## src/ucdep_pkg.sv

```systemverilog
package ucdep_pkg;

   // Descriptor type codes
   localparam logic [7:0] DESC_TYPE_INTERFACE = 8'h04;
   localparam logic [7:0] DESC_TYPE_ENDPOINT  = 8'h05;

   // Endpoint attribute transfer types (bmAttributes[1:0])
   localparam logic [1:0] XFER_BULK      = 2'h2;
   localparam logic [1:0] XFER_INTERRUPT = 2'h3;

   // Endpoint address fields
   localparam int unsigned EP_DIR_BIT = 7;

   // Byte offsets within a descriptor
   localparam logic [7:0] OFS_LENGTH    = 8'd0;
   localparam logic [7:0] OFS_TYPE      = 8'd1;
   localparam logic [7:0] OFS_EP_ADDR   = 8'd2;
   localparam logic [7:0] OFS_ATTR_ALT  = 8'd3;
   localparam logic [7:0] OFS_PKT_LO    = 8'd4;
   localparam logic [7:0] OFS_PKT_HI    = 8'd5;

   // Minimum lengths for a descriptor to be used
   localparam logic [7:0] MIN_DESC_LEN  = 8'd2;
   localparam logic [7:0] MIN_IFC_LEN   = 8'd4;
   localparam logic [7:0] MIN_EP_LEN    = 8'd6;

   // Defaults reported for empty slots
   localparam logic [3:0]  DEF_BULK_IN   = 4'd1;
   localparam logic [3:0]  DEF_BULK_OUT  = 4'd2;
   localparam logic [3:0]  DEF_INTERRUPT = 4'd3;
   localparam logic [15:0] DEF_PKT_SIZE  = 16'd64;

endpackage

```

## src/usb_config_descriptor_endpoint_parser.sv

```systemverilog
// Channel   Direction  Ports                                   Item
// req       in         req_valid/req_ready, req_data_byte,     one descriptor byte
//                      req_last_byte
// rsp       out        rsp_valid/rsp_ready, rsp_bulk_in_endpoint, endpoint summary,
//                      rsp_bulk_out_endpoint,                  one per descriptor set
//                      rsp_interrupt_endpoint, rsp_max_packet_size
//
// One byte per cycle while req_ready is high: each accepted byte updates the parser
// registers in the same cycle; the summary for a set appears in the result register
// in the cycle after its last byte is accepted.
// Reset (synchronous, active high) clears the parser and empties the result register.
// A waiting result stalls input only while rsp_ready is low; a result taken in
// the same cycle frees the register for the next set's last byte.
module usb_config_descriptor_endpoint_parser (
   input  logic        clock,
   input  logic        reset,
   input  logic        req_valid,
   output logic        req_ready,
   input  logic [7:0]  req_data_byte,
   input  logic        req_last_byte,
   output logic        rsp_valid,
   input  logic        rsp_ready,
   output logic [3:0]  rsp_bulk_in_endpoint,
   output logic [3:0]  rsp_bulk_out_endpoint,
   output logic [3:0]  rsp_interrupt_endpoint,
   output logic [15:0] rsp_max_packet_size
);
   import ucdep_pkg::*;

   // Parser state
   logic [7:0]  byte_position_ff, byte_position_in;
   logic [7:0]  desc_length_ff, desc_length_in;
   logic [7:0]  desc_type_ff, desc_type_in;
   logic        parse_stopped_ff, parse_stopped_in;
   logic        ifc_found_ff, ifc_found_in;
   logic [7:0]  alt_setting_ff, alt_setting_in;
   logic [7:0]  ep_address_ff, ep_address_in;
   logic [1:0]  ep_attr_ff, ep_attr_in;
   logic [15:0] ep_pkt_size_ff, ep_pkt_size_in;
   logic [3:0]  found_bulk_in_ff, found_bulk_in_in;
   logic [3:0]  found_bulk_out_ff, found_bulk_out_in;
   logic [3:0]  found_intr_ff, found_intr_in;
   logic [15:0] found_pkt_size_ff, found_pkt_size_in;

   // Result register
   logic        rsp_valid_ff, rsp_valid_in;
   logic [3:0]  rsp_bulk_in_ff, rsp_bulk_in_in;
   logic [3:0]  rsp_bulk_out_ff, rsp_bulk_out_in;
   logic [3:0]  rsp_intr_ff, rsp_intr_in;
   logic [15:0] rsp_pkt_size_ff, rsp_pkt_size_in;

   logic        req_accept;
   logic [7:0]  pos_inc;
   logic        desc_done;
   logic        ep_is_in;
   logic [3:0]  ep_num;

   // Take a byte whenever the result register is free or being drained
   assign req_ready  = !rsp_valid_ff || rsp_ready;
   assign req_accept = req_valid && req_ready;

   // Byte walk and descriptor completion
   always_comb begin
      byte_position_in  = byte_position_ff;
      desc_length_in    = desc_length_ff;
      desc_type_in      = desc_type_ff;
      parse_stopped_in  = parse_stopped_ff;
      ifc_found_in      = ifc_found_ff;
      alt_setting_in    = alt_setting_ff;
      ep_address_in     = ep_address_ff;
      ep_attr_in        = ep_attr_ff;
      ep_pkt_size_in    = ep_pkt_size_ff;
      found_bulk_in_in  = found_bulk_in_ff;
      found_bulk_out_in = found_bulk_out_ff;
      found_intr_in     = found_intr_ff;
      found_pkt_size_in = found_pkt_size_ff;
      pos_inc           = byte_position_ff + 8'd1;
      desc_done         = 1'b0;
      ep_is_in          = 1'b0;
      ep_num            = 4'd0;

      if (req_accept && !parse_stopped_ff) begin
         // Latch the field at this offset
         case (byte_position_ff)
            OFS_LENGTH: begin
               desc_length_in = req_data_byte;
               desc_type_in   = 8'd0;
            end
            OFS_TYPE:     desc_type_in  = req_data_byte;
            OFS_EP_ADDR:  ep_address_in = req_data_byte;
            OFS_ATTR_ALT: begin
               alt_setting_in = req_data_byte;
               ep_attr_in     = req_data_byte[1:0];
            end
            OFS_PKT_LO:   ep_pkt_size_in = {8'd0, req_data_byte};
            OFS_PKT_HI:   ep_pkt_size_in = ep_pkt_size_ff | {req_data_byte, 8'd0};
            default: ;
         endcase

         if (byte_position_ff == OFS_LENGTH && req_data_byte == 8'd0) begin
            // Zero length ends parsing for this set
            parse_stopped_in = 1'b1;
         end else begin
            desc_done        = pos_inc >= desc_length_in;
            byte_position_in = desc_done ? 8'd0 : pos_inc;
         end

         // Apply a completed descriptor
         ep_is_in = ep_address_in[EP_DIR_BIT];
         ep_num   = ep_address_in[3:0];
         if (desc_done && desc_length_in >= MIN_DESC_LEN) begin
            if (desc_type_in == DESC_TYPE_INTERFACE && desc_length_in >= MIN_IFC_LEN) begin
               if (!ifc_found_ff && alt_setting_in == 8'd0) begin
                  ifc_found_in = 1'b1;
               end
            end else if (desc_type_in == DESC_TYPE_ENDPOINT &&
                         desc_length_in >= MIN_EP_LEN && ifc_found_ff) begin
               if (ep_attr_in == XFER_BULK) begin
                  if (ep_is_in && found_bulk_in_ff == 4'd0) begin
                     found_bulk_in_in  = ep_num;
                     found_pkt_size_in = ep_pkt_size_in;
                  end else if (!ep_is_in && found_bulk_out_ff == 4'd0) begin
                     found_bulk_out_in = ep_num;
                  end
               end else if (ep_attr_in == XFER_INTERRUPT) begin
                  if (found_intr_ff == 4'd0) begin
                     found_intr_in = ep_num;
                  end
               end
            end
         end
      end
   end

   // Result register load
   always_comb begin
      rsp_valid_in    = rsp_valid_ff && !rsp_ready;
      rsp_bulk_in_in  = rsp_bulk_in_ff;
      rsp_bulk_out_in = rsp_bulk_out_ff;
      rsp_intr_in     = rsp_intr_ff;
      rsp_pkt_size_in = rsp_pkt_size_ff;
      if (req_accept && req_last_byte) begin
         rsp_valid_in    = 1'b1;
         rsp_bulk_in_in  = (found_bulk_in_in  != 4'd0) ? found_bulk_in_in  : DEF_BULK_IN;
         rsp_bulk_out_in = (found_bulk_out_in != 4'd0) ? found_bulk_out_in : DEF_BULK_OUT;
         rsp_intr_in     = (found_intr_in     != 4'd0) ? found_intr_in     : DEF_INTERRUPT;
         rsp_pkt_size_in = found_pkt_size_in;
      end
   end

   // Parser registers; the last byte of a set clears them for the next
   always_ff @(posedge clock) begin
      if (reset || (req_accept && req_last_byte)) begin
         byte_position_ff  <= 8'd0;
         desc_length_ff    <= 8'd0;
         desc_type_ff      <= 8'd0;
         parse_stopped_ff  <= 1'b0;
         ifc_found_ff      <= 1'b0;
         alt_setting_ff    <= 8'd0;
         ep_address_ff     <= 8'd0;
         ep_attr_ff        <= 2'd0;
         ep_pkt_size_ff    <= 16'd0;
         found_bulk_in_ff  <= 4'd0;
         found_bulk_out_ff <= 4'd0;
         found_intr_ff     <= 4'd0;
         found_pkt_size_ff <= DEF_PKT_SIZE;
      end else begin
         byte_position_ff  <= byte_position_in;
         desc_length_ff    <= desc_length_in;
         desc_type_ff      <= desc_type_in;
         parse_stopped_ff  <= parse_stopped_in;
         ifc_found_ff      <= ifc_found_in;
         alt_setting_ff    <= alt_setting_in;
         ep_address_ff     <= ep_address_in;
         ep_attr_ff        <= ep_attr_in;
         ep_pkt_size_ff    <= ep_pkt_size_in;
         found_bulk_in_ff  <= found_bulk_in_in;
         found_bulk_out_ff <= found_bulk_out_in;
         found_intr_ff     <= found_intr_in;
         found_pkt_size_ff <= found_pkt_size_in;
      end
   end

   // Result valid
   always_ff @(posedge clock) begin
      if (reset) begin
         rsp_valid_ff <= 1'b0;
      end else begin
         rsp_valid_ff <= rsp_valid_in;
      end
   end

   // Result payload
   always_ff @(posedge clock) begin
      rsp_bulk_in_ff  <= rsp_bulk_in_in;
      rsp_bulk_out_ff <= rsp_bulk_out_in;
      rsp_intr_ff     <= rsp_intr_in;
      rsp_pkt_size_ff <= rsp_pkt_size_in;
   end

   assign rsp_valid              = rsp_valid_ff;
   assign rsp_bulk_in_endpoint   = rsp_bulk_in_ff;
   assign rsp_bulk_out_endpoint  = rsp_bulk_out_ff;
   assign rsp_interrupt_endpoint = rsp_intr_ff;
   assign rsp_max_packet_size    = rsp_pkt_size_ff;

   // A last byte always yields a result next cycle
   a_last_gives_result: assert property (@(posedge clock) disable iff (reset)
      req_accept && req_last_byte |=> rsp_valid_ff)
      else $error("last byte accepted without a result");

   // A non-last byte into a free result register yields nothing
   a_no_spurious_result: assert property (@(posedge clock) disable iff (reset)
      req_accept && !req_last_byte && (!rsp_valid_ff || rsp_ready) |=> !rsp_valid_ff)
      else $error("result without a last byte");

   // The last byte leaves the parser cleared
   a_cleared_after_set: assert property (@(posedge clock) disable iff (reset)
      req_accept && req_last_byte |=>
         byte_position_ff == 8'd0 && !ifc_found_ff && !parse_stopped_ff &&
         found_pkt_size_ff == DEF_PKT_SIZE)
      else $error("parser not cleared after a set");

   // Offset stays inside the current descriptor
   a_position_bound: assert property (@(posedge clock) disable iff (reset)
      byte_position_ff == 8'd0 || byte_position_ff < desc_length_ff)
      else $error("byte offset beyond descriptor length");

   // A stopped parser sits at offset zero
   a_stopped_idle: assert property (@(posedge clock) disable iff (reset)
      parse_stopped_ff |-> byte_position_ff == 8'd0)
      else $error("stopped parser with nonzero offset");

endmodule

```

## config.mk

```make
export PLATFORM = sky130hd
export DESIGN_NAME = usb_config_descriptor_endpoint_parser
export DESIGN_NICKNAME = d
export VERILOG_FILES = /design/src/ucdep_pkg.sv /design/src/usb_config_descriptor_endpoint_parser.sv
export SDC_FILE = /design/constraint.sdc
export NUM_CORES = 1
export LEC_CHECK = 0
export BUFFER_PORTS_ARGS = -buffer_cell sky130_fd_sc_hd__buf_4
export CORE_UTILIZATION = 55
export DETAILED_ROUTE_END_ITERATION = 16
export HOLD_SLACK_MARGIN = 0.02
export PLACE_DENSITY = 0.81
export SETUP_SLACK_MARGIN = 0.1
export SLEW_MARGIN = 20
export SYNTH_ARGS = -nofsm -noshare
export SYNTH_HDL_FRONTEND = slang
export SYNTH_SLANG_ARGS = --single-unit
```

## constraint.sdc

```tcl
create_clock -name clock -period 5.5 [get_ports clock]
set_clock_uncertainty 0.15 [all_clocks]
set_input_delay 1.1 -clock clock [delete_from_list [all_inputs] [get_ports clock]]
set_output_delay 1.1 -clock clock [all_outputs]
set_load 0.01 [all_outputs]
```

* Word level (Yosys, flattened, before mapping)
Cells that the tools add are included.
W data, S select, Z words.
** Cells by class
- $add $sub $neg :: 1
- Multipliers :: 0
- Divide/modulo/power cells :: 0
- $lt $le $gt $ge :: 4
- Equality and inequality tests :: 9
- Shift operators :: 0
- Mux-type cells :: 41
- Bitwise operators :: 2
- Reductions and logical operators :: 31
** Operators by type and width (count)
- $mux W16 :: 6
- $mux W4 :: 20
- $mux W8 :: 8
- $eq A8 B3 Y1 const B :: 4
- $pmux W16 S2 :: 1
- $logic_not A8 Y1 :: 3
- $eq A8 B2 Y1 const B :: 2
- $ge A8 B3 Y1 const B :: 2
- $or A16 B16 Y16 :: 1
- $pmux W8 S2 :: 1
- $logic_and A1 B1 Y1 :: 12
- $logic_not A4 Y1 :: 3
- $reduce_bool A4 Y1 :: 3
- $add A8 B1 Y8 const B :: 1
- $eq A8 B1 Y1 const B :: 1
- $ge A8 B2 Y1 const B :: 1
- $ge A8 B8 Y1 :: 1
- $logic_not A1 Y1 :: 5
- $eq A2 B2 Y1 const B :: 2
- $mux W2 :: 2
- $reduce_and A2 Y1 :: 2
- $reduce_and A4 Y1 :: 1
- $mux W1 :: 3
- $logic_or A1 B1 Y1 :: 2
- $not A1 Y1 :: 1
** Word-level totals
- Register bits :: 114
- Bits in latches :: 0
- Bits in writable memories :: 0
- ROM bits :: 0
- Input bits :: 13
- Output and inout port bits :: 30
- Logic and storage cells :: 106
- Memories kept :: 0

* Depth between registers and ports, before layout
Gate-level depths: netlist of run 1.
- Depth after elaboration :: 15
- Mapped depth :: 14
- Depth with buffers taken out :: 12

* Worst setup path after synthesis of run 1
Ideal clock, no wire load.
- Path type :: reg2reg
- Start point :: register byte_position_ff[5]
- End point :: register rsp_pkt_size_ff[3] (netlist: rsp_max_packet_size[3]), data pin
- Library setup time :: 0.260 ns
- Data arrival time :: 3.419 ns
- Required time :: 5.090 ns
- Path slack :: 1.671 ns
- Cell stages (with the launch flop) :: 14
- Path buffers :: 3
- Period minus slack after synthesis :: 3.829 ns
- Cell sequence :: dfxtp_1 buf_2 nor4_2 nand2_1 buf_1 mux2i_1 ha_1 a21o_1 a221o_1 a41oi_1 o31ai_4 nand3_4 buf_6 mux2_4
** On the way
- Word-level cells in the longest chain between the ends :: 10
- Elaborated cells on any way between the ends :: 37
- Those cells by class :: add/sub (1); order compare (4); eq/ne (8); mux (17); reduce/logical (7)
** RTL lines
- start: declaration :: line usb_config_descriptor_endpoint_parser.sv:31 : logic [7:0] byte_position_ff, byte_position_in;
- start signal: assignment :: line usb_config_descriptor_endpoint_parser.sv:168 : byte_position_ff <= byte_position_in;
- branches (longest 8 deep; another with $add A8 B1 Y8)
- $mux W16 (*) :: line usb_config_descriptor_endpoint_parser.sv:111 : if (desc_done && desc_length_in >= MIN_DESC_LEN) begin
- $mux W16 (*) :: line usb_config_descriptor_endpoint_parser.sv:82 : if (req_accept && !parse_stopped_ff) begin
- net found_pkt_size_in[3] :: line usb_config_descriptor_endpoint_parser.sv:43 : logic [15:0] found_pkt_size_ff, found_pkt_size_in;
- end signal: assignment :: line usb_config_descriptor_endpoint_parser.sv:198 : rsp_pkt_size_ff <= rsp_pkt_size_in;
- end: declaration :: line usb_config_descriptor_endpoint_parser.sv:50 : logic [15:0] rsp_pkt_size_ff, rsp_pkt_size_in;
Mark *: on every way through the listed nets, which the timed path passes. The select of a mux whose other input is x is not followed.
A chain may end at the register's enable or synchronous reset.

* Worst setup path in the final report of run 1
Same ends and word-level chain as after synthesis.

==> impl.org, run 1 <==
** Worst setup path
- Walking the worst path, the cells encountered are nor4_2 -> nand2_1 -> mux2_2 -> ha_1 -> nand2b_1 -> a21o_1 -> a21oi_1 -> o31ai_4 -> nand3_4 -> mux2_4.
- Data arrival time of the critical path :: roughly 4.8 ns
- Data required time of the worst path :: around 5.6 ns
- For this run, the slowest stage of the critical path takes 0.68 ns.
- In this run the worst path has a maximum fanout of 23.
- Cell family with most CP delay :: simple AND/OR/NAND/NOR gates
- CP max-delay cell :: sky130_fd_sc_hd__o31ai_4
- Kind of start point of the critical path :: register
- The worst setup path is of the register to register kind.
- STA classifies the critical path endpoint as a register.
- Together, buffers and inverters on the worst path number 0.

** Clock tree
- Gates resized during post-CTS repair numbered 0.
- # clock sinks :: between 100 and 150
- Clock input transition at the sequential cells of the worst setup and hold paths :: ~0.06 ns
- Buffer type at the clock tree root :: sky130_fd_sc_hd__clkbuf_8
- Counting along the longest clock path gives a buffer depth of 2.
- Buffers added to address setup during post-CTS repair amount to 0.
- H-tree depth :: 4
- Clock Latency Late Sink :: about 0.53 ns
- TritonCTS built the clock tree.
- Inserted Clock Buffers :: 17
- Count of hold buffers inserted by post-cts repair :: 0

** Detailed routing
- Routed via count :: about 4.6k
- The first TritonRoute pass finished after 5 iterations.
- For this block, the routed nets add up to 13.2 mm of wire.
- After detailed routing, the number of vias per cell comes to slightly above 6.
- # DRC :: 0
- Once detail routing completed, the nets flagged for antenna violations numbered 0.
- In the final routed layout, each cell accounts on average for between 15 and 20 um.
- Starting DRT DRC Count :: about 380

** GRT
- Summed over all layers, the global routing overflow is 0.
- Grt met3 use :: 0.0707
- The number of antenna violations at the first check in global routing came to 0.
- Entering global routing, the biggest net connects a little over 40 pins.
- Global-route layer with the greatest usage :: met2
- Global-route usage over all layers :: 0.276
- The first global-routing pass estimated around 22 mm of wire.
- The via count of the first global-routing pass was between 4k and 5k.
- For met1 alone, demand over resource in global routing was 0.330.
- For met2 alone, demand over resource in global routing was 0.452.

** Timing
- Setup repair after global routing left no endpoint under its margin.
- Final-report setup violation count :: 0
- Shortest period the worst path allows :: ~4.6 ns
- In the final timing run, aggregate negative setup slack is 0 ns.
- Headroom to the max-slew limit came out at 0.273.
- Post-layout worst setup margin :: 0.887 ns
- Ratio of final minimum period to clock period :: 0.839
- For the pin with the worst max-slew slack, the measured transition is between 1 and 1.5 ns.
- The final hold violation count was 0.
- Achievable clock frequency :: about 0.22 GHz
- The max-slew violation count came to 0.
- Fin Hold WS :: a little over 0.3 ns

** Synthesis
- Cell types occupying the most area after synthesis :: sky130_fd_sc_hd__dfxtp_1 (32%), sky130_fd_sc_hd__edfxtp_1 (16%), sky130_fd_sc_hd__nand2_1 (5.7%)
- The mapped netlist covers 5380 um^2.
- The netlist uses 59 different library cells.
- For this run, the register share of the synthesized area comes to 0.476.
- When the netlist entered floorplanning its net count stood at 610.
- Mean area per synthesized cell :: a little over 9 um^2
- Post-synthesis async set-or-reset flop share :: 0
- Number of enable-type register cells in the synthesized netlist :: 28
- Instance count of the mapped netlist :: between 500 and 600
- Seq cells post-synth :: approximately 110
- Flip-flop cell with the highest count after synthesis :: sky130_fd_sc_hd__dfxtp_1
- Of the post-synthesis cell area, the dominant cell type holds 0.320.
- Of all cell types, the one taking the most synthesized area is sky130_fd_sc_hd__dfxtp_1.
- Yosys Warn Count :: 0

** Finish
- 0 antenna diodes ended up in the layout.
- Cell area after layout :: between 6000 and 7000 um^2
- The multi-input combinational cells in the finished layout cover a total of between 2000 and 3000 um^2.
- Layout cell share with drive strength beyond 1 :: 0.172
- Counting the fill cells in the layout gives around 750.
- The final layout contains 638 nets.
- Register area :: 2560 um^2
- Area growth syn-to-layout :: 17.0%

** Flow run
- # Max-Cap Violations :: 0

** Power
- IR analysis of the VDD net gives a maximum drop of about 0.00019 V.
- Total power for the finished layout comes to 0.00208 W.
- Of the total power, the clock network draws 0.504.
- In this run the power spent charging and discharging nets is approximately 0.00054 W.
- For this design the ratio of total power to cell area is ~330 nW/um^2.
- Of the total power, registers draw 0.424.
- The share of total power dissipated in combinational logic is 0.072.
- Switching power as a share of total power :: 0.262
- Summed over all cells, the static leakage comes to about 2.4 nW.
- The internal power of the cells totals 0.00153 W.

** Floorplanning
- Die area :: between 10000 and 15000 um^2
- Die W :: a little over 100 um
- Placeable Area :: 9370 um^2
- Num rows :: 35
- The initial utilization of the core area, before any placement, comes to 0.574.
- In this run the vertical extent of the chip is 101 um.
- For this design the top-level I/O count stands at 43.

** Place
- Once detailed placement completed, the half-perimeter wirelength came to roughly 8.8 mm.
- DP Area :: ~5700 um^2
- At the end of routability-driven placement, the weighted congestion stood at between 0.9 and 1.
- # port buffers :: 42
- Worst setup slack before clock tree synthesis :: about 1.0 ns

** Hold path
- The min-delay analysis places its worst path in the category register to register.

** Status
- Result of the run :: complete, no violations
[worst reg2reg max path, stage by stage (launching register included)]
cell	delay (ns)
sky130_fd_sc_hd__dfxtp_1	0.37
sky130_fd_sc_hd__nor4_2	0.61
sky130_fd_sc_hd__nand2_1	0.53
sky130_fd_sc_hd__mux2_2	0.45
sky130_fd_sc_hd__ha_1	0.30
sky130_fd_sc_hd__nand2b_1	0.12
sky130_fd_sc_hd__a21o_1	0.13
sky130_fd_sc_hd__a21oi_1	0.07
sky130_fd_sc_hd__o31ai_4	0.69
sky130_fd_sc_hd__nand3_4	0.50
sky130_fd_sc_hd__mux2_4	0.45
[per-stage QoR]
| stage | utilization | std cells |
|---|---|---|
| after floorplan | - | 586 |
| after global placement | 0.612 | 724 |
| after detailed placement | 0.612 | 724 |
| after CTS | 0.672 | 756 |
| after global routing | 0.672 | 756 |
| final | 0.672 | 756 |
[cells in the final DEF, fill, tap and decap left out, types with 17 or more instances in the layout]
master	Yosys	routed
sky130_fd_sc_hd__buf_4	1	45
sky130_fd_sc_hd__a21oi_1	52	52
sky130_fd_sc_hd__nand3_1	17	17
sky130_fd_sc_hd__edfxtp_1	28	28
sky130_fd_sc_hd__nand2_1	82	82
sky130_fd_sc_hd__dfxtp_1	86	86
sky130_fd_sc_hd__mux2i_1	17	17
sky130_fd_sc_hd__o21ai_0	17	17
sky130_fd_sc_hd__nor2_1	60	59
sky130_fd_sc_hd__a22oi_1	18	18
[power groups by stage]
stage / clock [W] / combinational, W / sequential (W)
4_1_cts: 0.00104 / 0.000147 / 0.000880
3_3_place_gp: 0 / 0.000142 / 0.000897
5_1_grt: 0.00109 / 0.000163 / 0.000881
2_1_floorplan: 0 / 0.0000958 / 0.000899
6_report: 0.00105 / 0.000150 / 0.000880
3_5_place_dp: 0 / 0.000146 / 0.000898
[cells by family (layout without fill, tap and decap cells)]
group,count (synthesis),count (layout),share of synthesized area
XOR/XNOR,6,6,0.00977
flip-flops,114,114,0.476
AND/OR/NAND/NOR,236,236,0.213
multiplexers,28,28,0.0581
buffers and inverters,43,84,0.0328
AO/OA/AOI/OAI,148,148,0.184
adder cells (fa/ha/maj),11,11,0.0256
[metal layers]
metal	part of all wire	wire, um
met2	0.49	6400
met1	0.41	5420
met3	0.068	896
met5	0	0
met4	0.033	437
[Yosys cell counts, drive strengths merged, types with 8 or more instances]
| library cell | instances |
|---|---|
| o21bai | 8 |
| o21ai | 19 |
| clkbuf | 27 |
| mux2 | 11 |
| mux2i | 17 |
| a211oi | 10 |
| ha | 11 |
| a21oi | 52 |
| o31ai | 10 |
| nor2 | 60 |
| buf | 9 |
| a22oi | 18 |
| nor3 | 13 |
| nand4 | 13 |
| edfxtp | 28 |
| nand2 | 82 |
| a22o | 8 |
| dfxtp | 86 |
| nand3 | 18 |
[flip-flops by register name (all words and copies together), names as in the netlist]
signal	count
ep_pkt_size_ff	16
found_pkt_size_ff	16
rsp_max_packet_size	16
alt_setting_ff	8
byte_position_ff	8
desc_length_ff	8
desc_type_ff	8
ep_address_ff	5
found_bulk_in_ff	4
found_bulk_out_ff	4
found_intr_ff	4
rsp_bulk_in_endpoint	4
rsp_bulk_out_endpoint	4
rsp_interrupt_endpoint	4
ep_attr_ff	2
ifc_found_ff	1
parse_stopped_ff	1
rsp_valid	1
[final cells by class]
| type | instances | share of cell area |
|---|---|---|
| timing repair buffer | 45 | 0.0537 |
| tap | 129 | 0.0256 |
| clock inverter | 15 | 0.0234 |
| sequential | 114 | 0.407 |
| multi-input combinational | 429 | 0.420 |
| clock buffer | 17 | 0.0658 |
| inverter | 7 | 0.00417 |
[final timing paths]
check | start | to | slack (ns) | depth (start not counted)
max | byte_position_ff[5] | rsp_max_packet_size[3] | 0.89 | 10
min | ep_pkt_size_ff[9] | ep_pkt_size_ff[9] | 0.31 | 2
max reg2reg | byte_position_ff[5] | rsp_max_packet_size[3] | 0.89 | 10
min reg2reg | ep_pkt_size_ff[9] | ep_pkt_size_ff[9] | 0.31 | 2
Note: power is estimated with default switching activity, not from simulation.
==> inputs of run 2 (changes only) <==
Settings changed: CORE_UTILIZATION 55 to 54, PLACE_DENSITY 0.81 to 0.83.
Clock period 5.5 ns to 3.7 ns, I/O delays scaled along.
==> run 2 against run 1 <==
Net effect: register-to-register slack got worse by 0.70 ns; sequential power increased by 49%; combinational power is 65% higher; setup slack worse by 0.70 ns; via count rose by 4.4%; clock power increased by 50%; highest routed layer unchanged; global-route usage increased by 0.16 points; flip-flop and latch count unchanged; wire length increased by 5.4%; critical path depth is 2 higher; power up 51%; critical endpoint is now rsp_max_packet_size[2].
==> impl.org, run 2 (synthesis results as in run 1) <==
** Status
- The run finished with clean final reports.

** Clock tree
- Clock latency on the worst-skew pair, taken at its later pin, is ~0.52 ns.
- After clock tree synthesis, the clock-pin slew on the worst setup and hold paths is roughly 0.06 ns.
- CTS tree :: done
- The longest clock path from root to sink contains 2 buffers.
- Buffer type at the clock tree root :: sky130_fd_sc_hd__clkbuf_8
- Inserted Clock Buffers :: 17
- Clock tree synthesis found a total of 114 sinks.
- Count of hold buffers inserted by post-cts repair :: 0
- CTS built an H-tree with a depth of 4.

** Place
- Inst Count DP :: 743
- The HPWL after detailed placement is around 9 mm.
- Input and output buffers added on the ports amount to 42.
- Final GP Congestion :: about 0.9

** Worst setup path
- At the worst endpoint, the arrival time is 3.63 ns.
- Data on the critical path is required at its endpoint by 3.82 ns.
- In this run the critical register-to-register path is launched from byte_position_ff[1].
- Worst Setup Path Type :: register to register
- Kind of start point of the critical path :: register
- The endpoint identified for the worst register-to-register timing path is rsp_max_packet_size[2].
- Of all nets on the critical path, the largest fanout is 13.
- The worst register-to-register path has a depth of 12.
- Across all register-to-register paths, the minimum setup slack is between 0.15 and 0.2 ns.
- STA classifies the critical path endpoint as a register.

** Floorplanning
- The die covers around 10000 um^2.
- The floorplan step set the die width to 102 um.
- Die height :: around 100 um
- Placeable Area :: slightly below 10000 um^2
- Initial cell density of the core :: 0.553
- Boundary pin count :: 43
- Num rows :: 36

** Timing
- Worst Tran Pin Value :: between 0.8 and 0.9 ns
- Ratio of final minimum period to clock period :: 0.949
- Max Slew Vio Count :: 0
- Final-report setup violation count :: 0
- Setup repair after global routing left no endpoint under its margin.
- Derived from the worst setup path, the maximum achievable clock frequency is between 0.2 and 0.3 GHz.
- Adding up every negative setup slack in the final design gives 0 ns.
- The final hold violation count was 0.
- Headroom to the max-slew limit came out at 0.460.
- Shortest period the worst path allows :: approximately 3.5 ns

** Detailed routing
- Number of nets still failing antenna checks after routing :: 0
- Using the TritonRoute via totals, the vias-per-cell ratio works out to around 6.1.
- Routed wire length :: around 14 mm
- For this run, the detailed router's first-pass iteration total came to 5.
- After detailed routing, the number of remaining DRC violations is 0.
- Starting DRT DRC Count :: approximately 340
- Routed via count :: roughly 4.8k
- Dividing the detail-routed wire length by the instance count gives ~18 um.

** Power
- IR analysis of the VDD net gives a maximum drop of 0.000342 V.
- Portion of total power attributed to combinational logic :: 0.079
- Of the total power, the share spent switching nets is 0.232.
- The internal portion of the total power is around 0.0024 W.
- Overall power consumption after layout is estimated at about 0.0031 W.
- Clock power frac :: 0.502
- For this design the static power due to leakage is 2.55 nW.
- Switching component of the power :: 0.000725 W
- Dividing total power by cell area gives a power density of around 480 nW/um^2.
- The share of total power dissipated in sequential elements is 0.419.

** Finish
- In the layout the commonest cells are sky130_fd_sc_hd__dfxtp_1 (85), sky130_fd_sc_hd__nand2_1 (81), sky130_fd_sc_hd__buf_4 (67), sky130_fd_sc_hd__nor2_1 (59), sky130_fd_sc_hd__a21oi_1 (52).
- The filler cells instantiated in the layout total ~740.
- In the final layout, the share of cells above drive strength 1 is 0.210.
- 0 antenna diodes ended up in the layout.
- The library cell used most frequently in the layout, excluding fill and tap cells, is sky130_fd_sc_hd__dfxtp_1.
- Excluding fillers, the count of instances in the completed layout stands at 784.
- Fin nets :: about 660
- Area growth syn-to-layout :: 22.0%

** Flow run
- Across the run, the number of max-cap violations was 0.

** GRT
- The first global-routing pass estimated ~22 mm of wire.
- Global-route usage over all layers :: 0.278
- Total gr overflow :: 0
- Largest net degree at the start of global routing :: 32
- Number of antenna violations at the first check in global routing :: 0
- Number of global-route vias before repair :: 4593

** Hold path
- Worst Hold Depth :: 2
- In this run the worst hold path is classified as input pin to register.
- For hold timing, the worst endpoint is rsp_valid.
- Min-delay src :: reset
[run 2: cell count changes in the layout (fill, tap and decap cells not counted), moves of 2 or more]
cell	delta
sky130_fd_sc_hd__inv_6	-4
sky130_fd_sc_hd__inv_8	-2
sky130_fd_sc_hd__inv_2	+2
sky130_fd_sc_hd__buf_6	+2
sky130_fd_sc_hd__clkbuf_1	+4
sky130_fd_sc_hd__buf_4	+22
sky130_fd_sc_hd__bufinv_16	+2
sky130_fd_sc_hd__ha_1	-2
sky130_fd_sc_hd__clkinv_4	-3
[run 2: what timing repair did]
item	4_1_cts	5_1_grt
endpoints found under the setup margin	14	44
gates cloned	0	0
buffers inserted	3	6
resized for setup	1	14
pin swaps	1	4
[run 2: critical path: stages, from the launching register on]
cell and delay, ns:
sky130_fd_sc_hd__dfxtp_1 0.37, sky130_fd_sc_hd__inv_2 0.10, sky130_fd_sc_hd__ha_4 0.15, sky130_fd_sc_hd__nor3b_4 0.26
sky130_fd_sc_hd__nand2_4 0.14, sky130_fd_sc_hd__mux2i_4 0.22, sky130_fd_sc_hd__ha_1 0.33, sky130_fd_sc_hd__a21o_1 0.20
sky130_fd_sc_hd__a221o_1 0.36, sky130_fd_sc_hd__a41oi_2 0.26, sky130_fd_sc_hd__o31ai_4 0.14, sky130_fd_sc_hd__nand3_4 0.20
sky130_fd_sc_hd__mux2_2 0.38
[run 2: worst max path at each step]
| stage | slack (ns) | depth (start not counted) | endpoint | from |
|---|---|---|---|---|
| 2_1_floorplan | 0.12 | 14 | rsp_max_packet_size[3] | byte_position_ff[0] |
| 3_3_place_gp | 0.17 | 12 | rsp_max_packet_size[2] | byte_position_ff[1] |
| 3_5_place_dp | 0.02 | 12 | rsp_max_packet_size[2] | byte_position_ff[1] |
| 4_1_cts | 0.11 | 12 | rsp_max_packet_size[2] | byte_position_ff[1] |
| 5_1_grt | 0.07 | 13 | rsp_bulk_out_endpoint[0] | byte_position_ff[1] |
| 6_report | 0.19 | 12 | rsp_max_packet_size[2] | byte_position_ff[1] |
[run 2: power by group through the flow]
| stage | clock network, W | logic [W] | registers (W) |
|---|---|---|---|
| 2_1_floorplan | 0 | 0.000144 | 0.00134 |
| 3_3_place_gp | 0 | 0.000218 | 0.00133 |
| 3_5_place_dp | 0 | 0.000226 | 0.00133 |
| 4_1_cts | 0.00157 | 0.000229 | 0.00131 |
| 5_1_grt | 0.00164 | 0.000268 | 0.00131 |
| 6_report | 0.00157 | 0.000248 | 0.00131 |
[run 2: per-stage QoR]
stage | hold slack (ns) | util | instance area [um^2] | setup WS, ns
3_5_place_dp | 0.299 | 0.604 | 5870 | 0.0168
6_report | 0.243 | 0.675 | 6560 | 0.188
5_1_grt | 0.234 | 0.675 | 6560 | 0.0742
3_3_place_gp | 0.291 | 0.604 | 5870 | 0.174
4_1_cts | 0.233 | 0.664 | 6460 | 0.108
2_1_floorplan | 0.283 | - | 5400 | 0.115
[run 2: layout make-up]
| class | instances | area, um^2 | share of cell area |
|---|---|---|---|
| sequential | 114 | 2560 | 0.391 |
| inverter | 7 | 26.3 | 0.00400 |
| clock inverter | 11 | 136 | 0.0208 |
| timing repair buffer | 69 | 526 | 0.0801 |
| multi-input combinational | 429 | 2720 | 0.414 |
| tap | 133 | 166 | 0.0254 |
| clock buffer | 21 | 429 | 0.0654 |
[run 2: routing by layer]
metal / track usage / vias to the layer above / wire, um
met5: 0.0240 / - / 0
met4: 0.177 / 0 / 557
met3: 0.0739 / 52 / 1090
met2: 0.452 / 225 / 6750
met1: 0.326 / 2288 / 5460
li1: - / 2250 / -
==> inputs of run 3 (changes only) <==
Settings changed: PLACE_DENSITY 0.83 to 0.76.
==> run 3 against run 2 <==
Net effect: sequential power about the same; combinational power is 3% higher; largest power group unchanged; flip-flop and latch count unchanged; sequential share of layout area shrank 0.25 points; global-route usage up 0.14 points; design area is 0.65% higher; critical path depth is 2 higher; final cell count is 0.38% higher; fmax decreased by 0.18%; largest cell class unchanged.
==> impl.org, run 3 (synthesis results as in run 1) <==
** Timing
- Max Slew Vio Count :: 0
- For the final routed database, the setup TNS stands at 0 ns.
- Setup violations remaining at the end of the flow were counted as 0.
- Setup slack closes at 0.181 ns.
- Shortest period the worst path allows :: approximately 3.5 ns
- In the finished design, the share of the clock period the worst path needs comes to 0.951.
- Max-slew headroom at the worst pin :: 0.411
- RSZ-0062 raised after global routing :: false
- For the pin with the worst max-slew slack, the measured transition is a little under 0.9 ns.
- The final hold violation count is 0.
- Achievable clock frequency :: 0.284 GHz

** GRT
- In the global route stage, overall resource usage came out at 0.280.
- The first global-routing pass estimated 21.9 mm of wire.
- Number of antenna violations at the first check in global routing :: 0
- The via count of the first global-routing pass came to ~4.5k.
- The total overflow left after global routing is 0.
- Entering global routing, the biggest net connects 31 pins.

** Floorplanning
- Die W :: slightly above 100 um
- Num rows :: 36
- Placeable Area :: around 9700 um^2
- Pin placement for this block handled between 40 and 50 I/O pins.
- The die covers 10400 um^2.
- Initial cell density of the core :: 0.553
- The die is just over 100 um tall.

** Clock tree
- For the worst-skew pair, the clock arrives at the later sink with an insertion delay of around 0.52 ns.
- The clock passes through at most 2 buffers.
- CTS tree :: done
- H-tree depth :: 4
- Hold repair after CTS inserted 0 buffers.
- Clock-pin slew was measured on the worst setup and hold paths at around 0.05 ns.
- # clock sinks :: approximately 110
- Clock tree synthesis inserted a total of 17 buffers.
- Buffer type at the clock tree root :: sky130_fd_sc_hd__clkbuf_8

** Finish
- Fillers :: 774
- The repair_antennas step left the layout with diodes totalling 0.
- Layout cell share with drive strength beyond 1 :: 0.220
- The library cell used most frequently in the layout, excluding fill and tap cells, is sky130_fd_sc_hd__dfxtp_1.
- Fin nets :: ~670
- Leaving out fill and tap cells, the most frequent cells in the layout are sky130_fd_sc_hd__dfxtp_1 (85), sky130_fd_sc_hd__nand2_1 (81), sky130_fd_sc_hd__buf_4 (69), sky130_fd_sc_hd__nor2_1 (59), sky130_fd_sc_hd__a21oi_1 (52).
- From synthesis to final layout, the design area changed by 22.8%.

** Power
- IR analysis of the VDD net gives a maximum drop of 0.000313 V.
- Reported leakage power :: roughly 2.6 nW
- Total power per unit cell area :: about 470 nW/um^2

** Place
- # port buffers :: between 40 and 50
- The congestion estimate from routability-driven global placement came to 0.902.
- Post-detailed-placement half-perimeter wirelength :: around 9.2 mm
- At the placement stage, the worst setup path has a slack of -0.00792 ns.

** Detailed routing
- Count of TritonRoute iterations in the first routing pass :: 5
- Via/cell ratio :: roughly 6.0
- Summed over all layers, the routed wires come to about 14 mm.
- Starting DRT DRC Count :: between 300 and 400
- Number of nets still failing antenna checks after routing :: 0
- Summing over every cut layer, the via total after detailed routing is 4749.
- In the final routed layout, each cell accounts on average for between 15 and 20 um.
- In the routed design, unresolved DRC markers number 0.

** Worst setup path
- The worst setup path is launched from a register.
- Critical Path Sink Type :: register
- Worst Setup Path Type :: register to register
- Data required time of the worst path :: 3.81 ns
- At the worst endpoint, the arrival time is roughly 3.6 ns.
- Worst-path maximum fanout :: 16

** Flow run
- Max-cap violations in this run came to 0.

** Status
- Result of the run :: complete, no violations

** Hold path
- Worst Hold Class :: input pin to register
==> run 3: changes by cell type in the layout (fill, tap and decap cells not counted), sizes merged <==
cell	change
inv	-1
buf	+3
clkinv	+3
clkbuf	-1
clkinvlp	-1
==> run 3: layout make-up <==
type | count | area, um^2 | share of cell area
multi-input cells | 429 | 2720 | 0.412
flip-flops and latches | 114 | 2560 | 0.388
repair buffers | 72 | 561 | 0.0849
clock buffers | 20 | 425 | 0.0644
well taps | 133 | 166 | 0.0252
clock inverters | 12 | 140 | 0.0212
inverters | 7 | 26.3 | 0.00398
==> run 3: power breakdown <==
part | internal (W) | switching, W
Combinational | 0.0000916 | 0.000164
Sequential | 0.00130 | 0.0000121
Clock | 0.00101 | 0.000550
==> run 3: stage by stage <==
| step | instance area, um^2 | std cells | hold WS, ns | total power, W | util |
|---|---|---|---|---|---|
| after floorplan | 5400 | 586 | 0.283 | 0.00148 | - |
| after global placement | 5870 | 743 | 0.291 | 0.00155 | 0.604 |
| after detailed placement | 5870 | 743 | 0.297 | 0.00156 | 0.604 |
| after CTS | 6450 | 776 | 0.231 | 0.00312 | 0.663 |
| after global routing | 6610 | 787 | 0.244 | 0.00323 | 0.679 |
| final | 6610 | 787 | 0.249 | 0.00313 | 0.679 |
==> run 3: worst paths after layout <==
kind,from,end,cells after the start,slack [ns]
max,byte_position_ff[0],rsp_bulk_out_endpoint[0],14,0.18
min,reset,rsp_valid,2,0.25
max reg2reg,byte_position_ff[0],rsp_bulk_out_endpoint[0],14,0.18
min reg2reg,desc_length_ff[0],desc_length_ff[0],2,0.31
==> run 3: timing repair <==
| item | in CTS | in global routing |
|---|---|---|
| pin swaps | 0 | 2 |
| setup endpoints to repair | 15 | 53 |
| gates resized for setup | 1 | 16 |
| setup buffers | 1 | 11 |
==> run 3: per-layer routing <==
layer	share of wire	vias up	global-route usage	wire length (um)
met2	0.49	187	0.467	6880
met1	0.43	2265	0.338	6020
li1	-	2255	-	-
met5	0	-	0	0
met4	0.028	0	0.133	388
met3	0.052	42	0.0718	732
==> run 3: critical path, cell delays in order, from the launching register on <==
cell and delay (ns):
sky130_fd_sc_hd__dfxtp_1 0.31, sky130_fd_sc_hd__inv_1 0.13, sky130_fd_sc_hd__ha_4 0.17, sky130_fd_sc_hd__nor3b_4 0.28
sky130_fd_sc_hd__nand2_4 0.16, sky130_fd_sc_hd__mux2i_2 0.20, sky130_fd_sc_hd__ha_1 0.33, sky130_fd_sc_hd__a21o_1 0.19
sky130_fd_sc_hd__a221o_1 0.36, sky130_fd_sc_hd__a41oi_2 0.25, sky130_fd_sc_hd__o31ai_4 0.13, sky130_fd_sc_hd__buf_4 0.22
sky130_fd_sc_hd__nand4_1 0.15, sky130_fd_sc_hd__buf_4 0.16, sky130_fd_sc_hd__o21bai_1 0.06
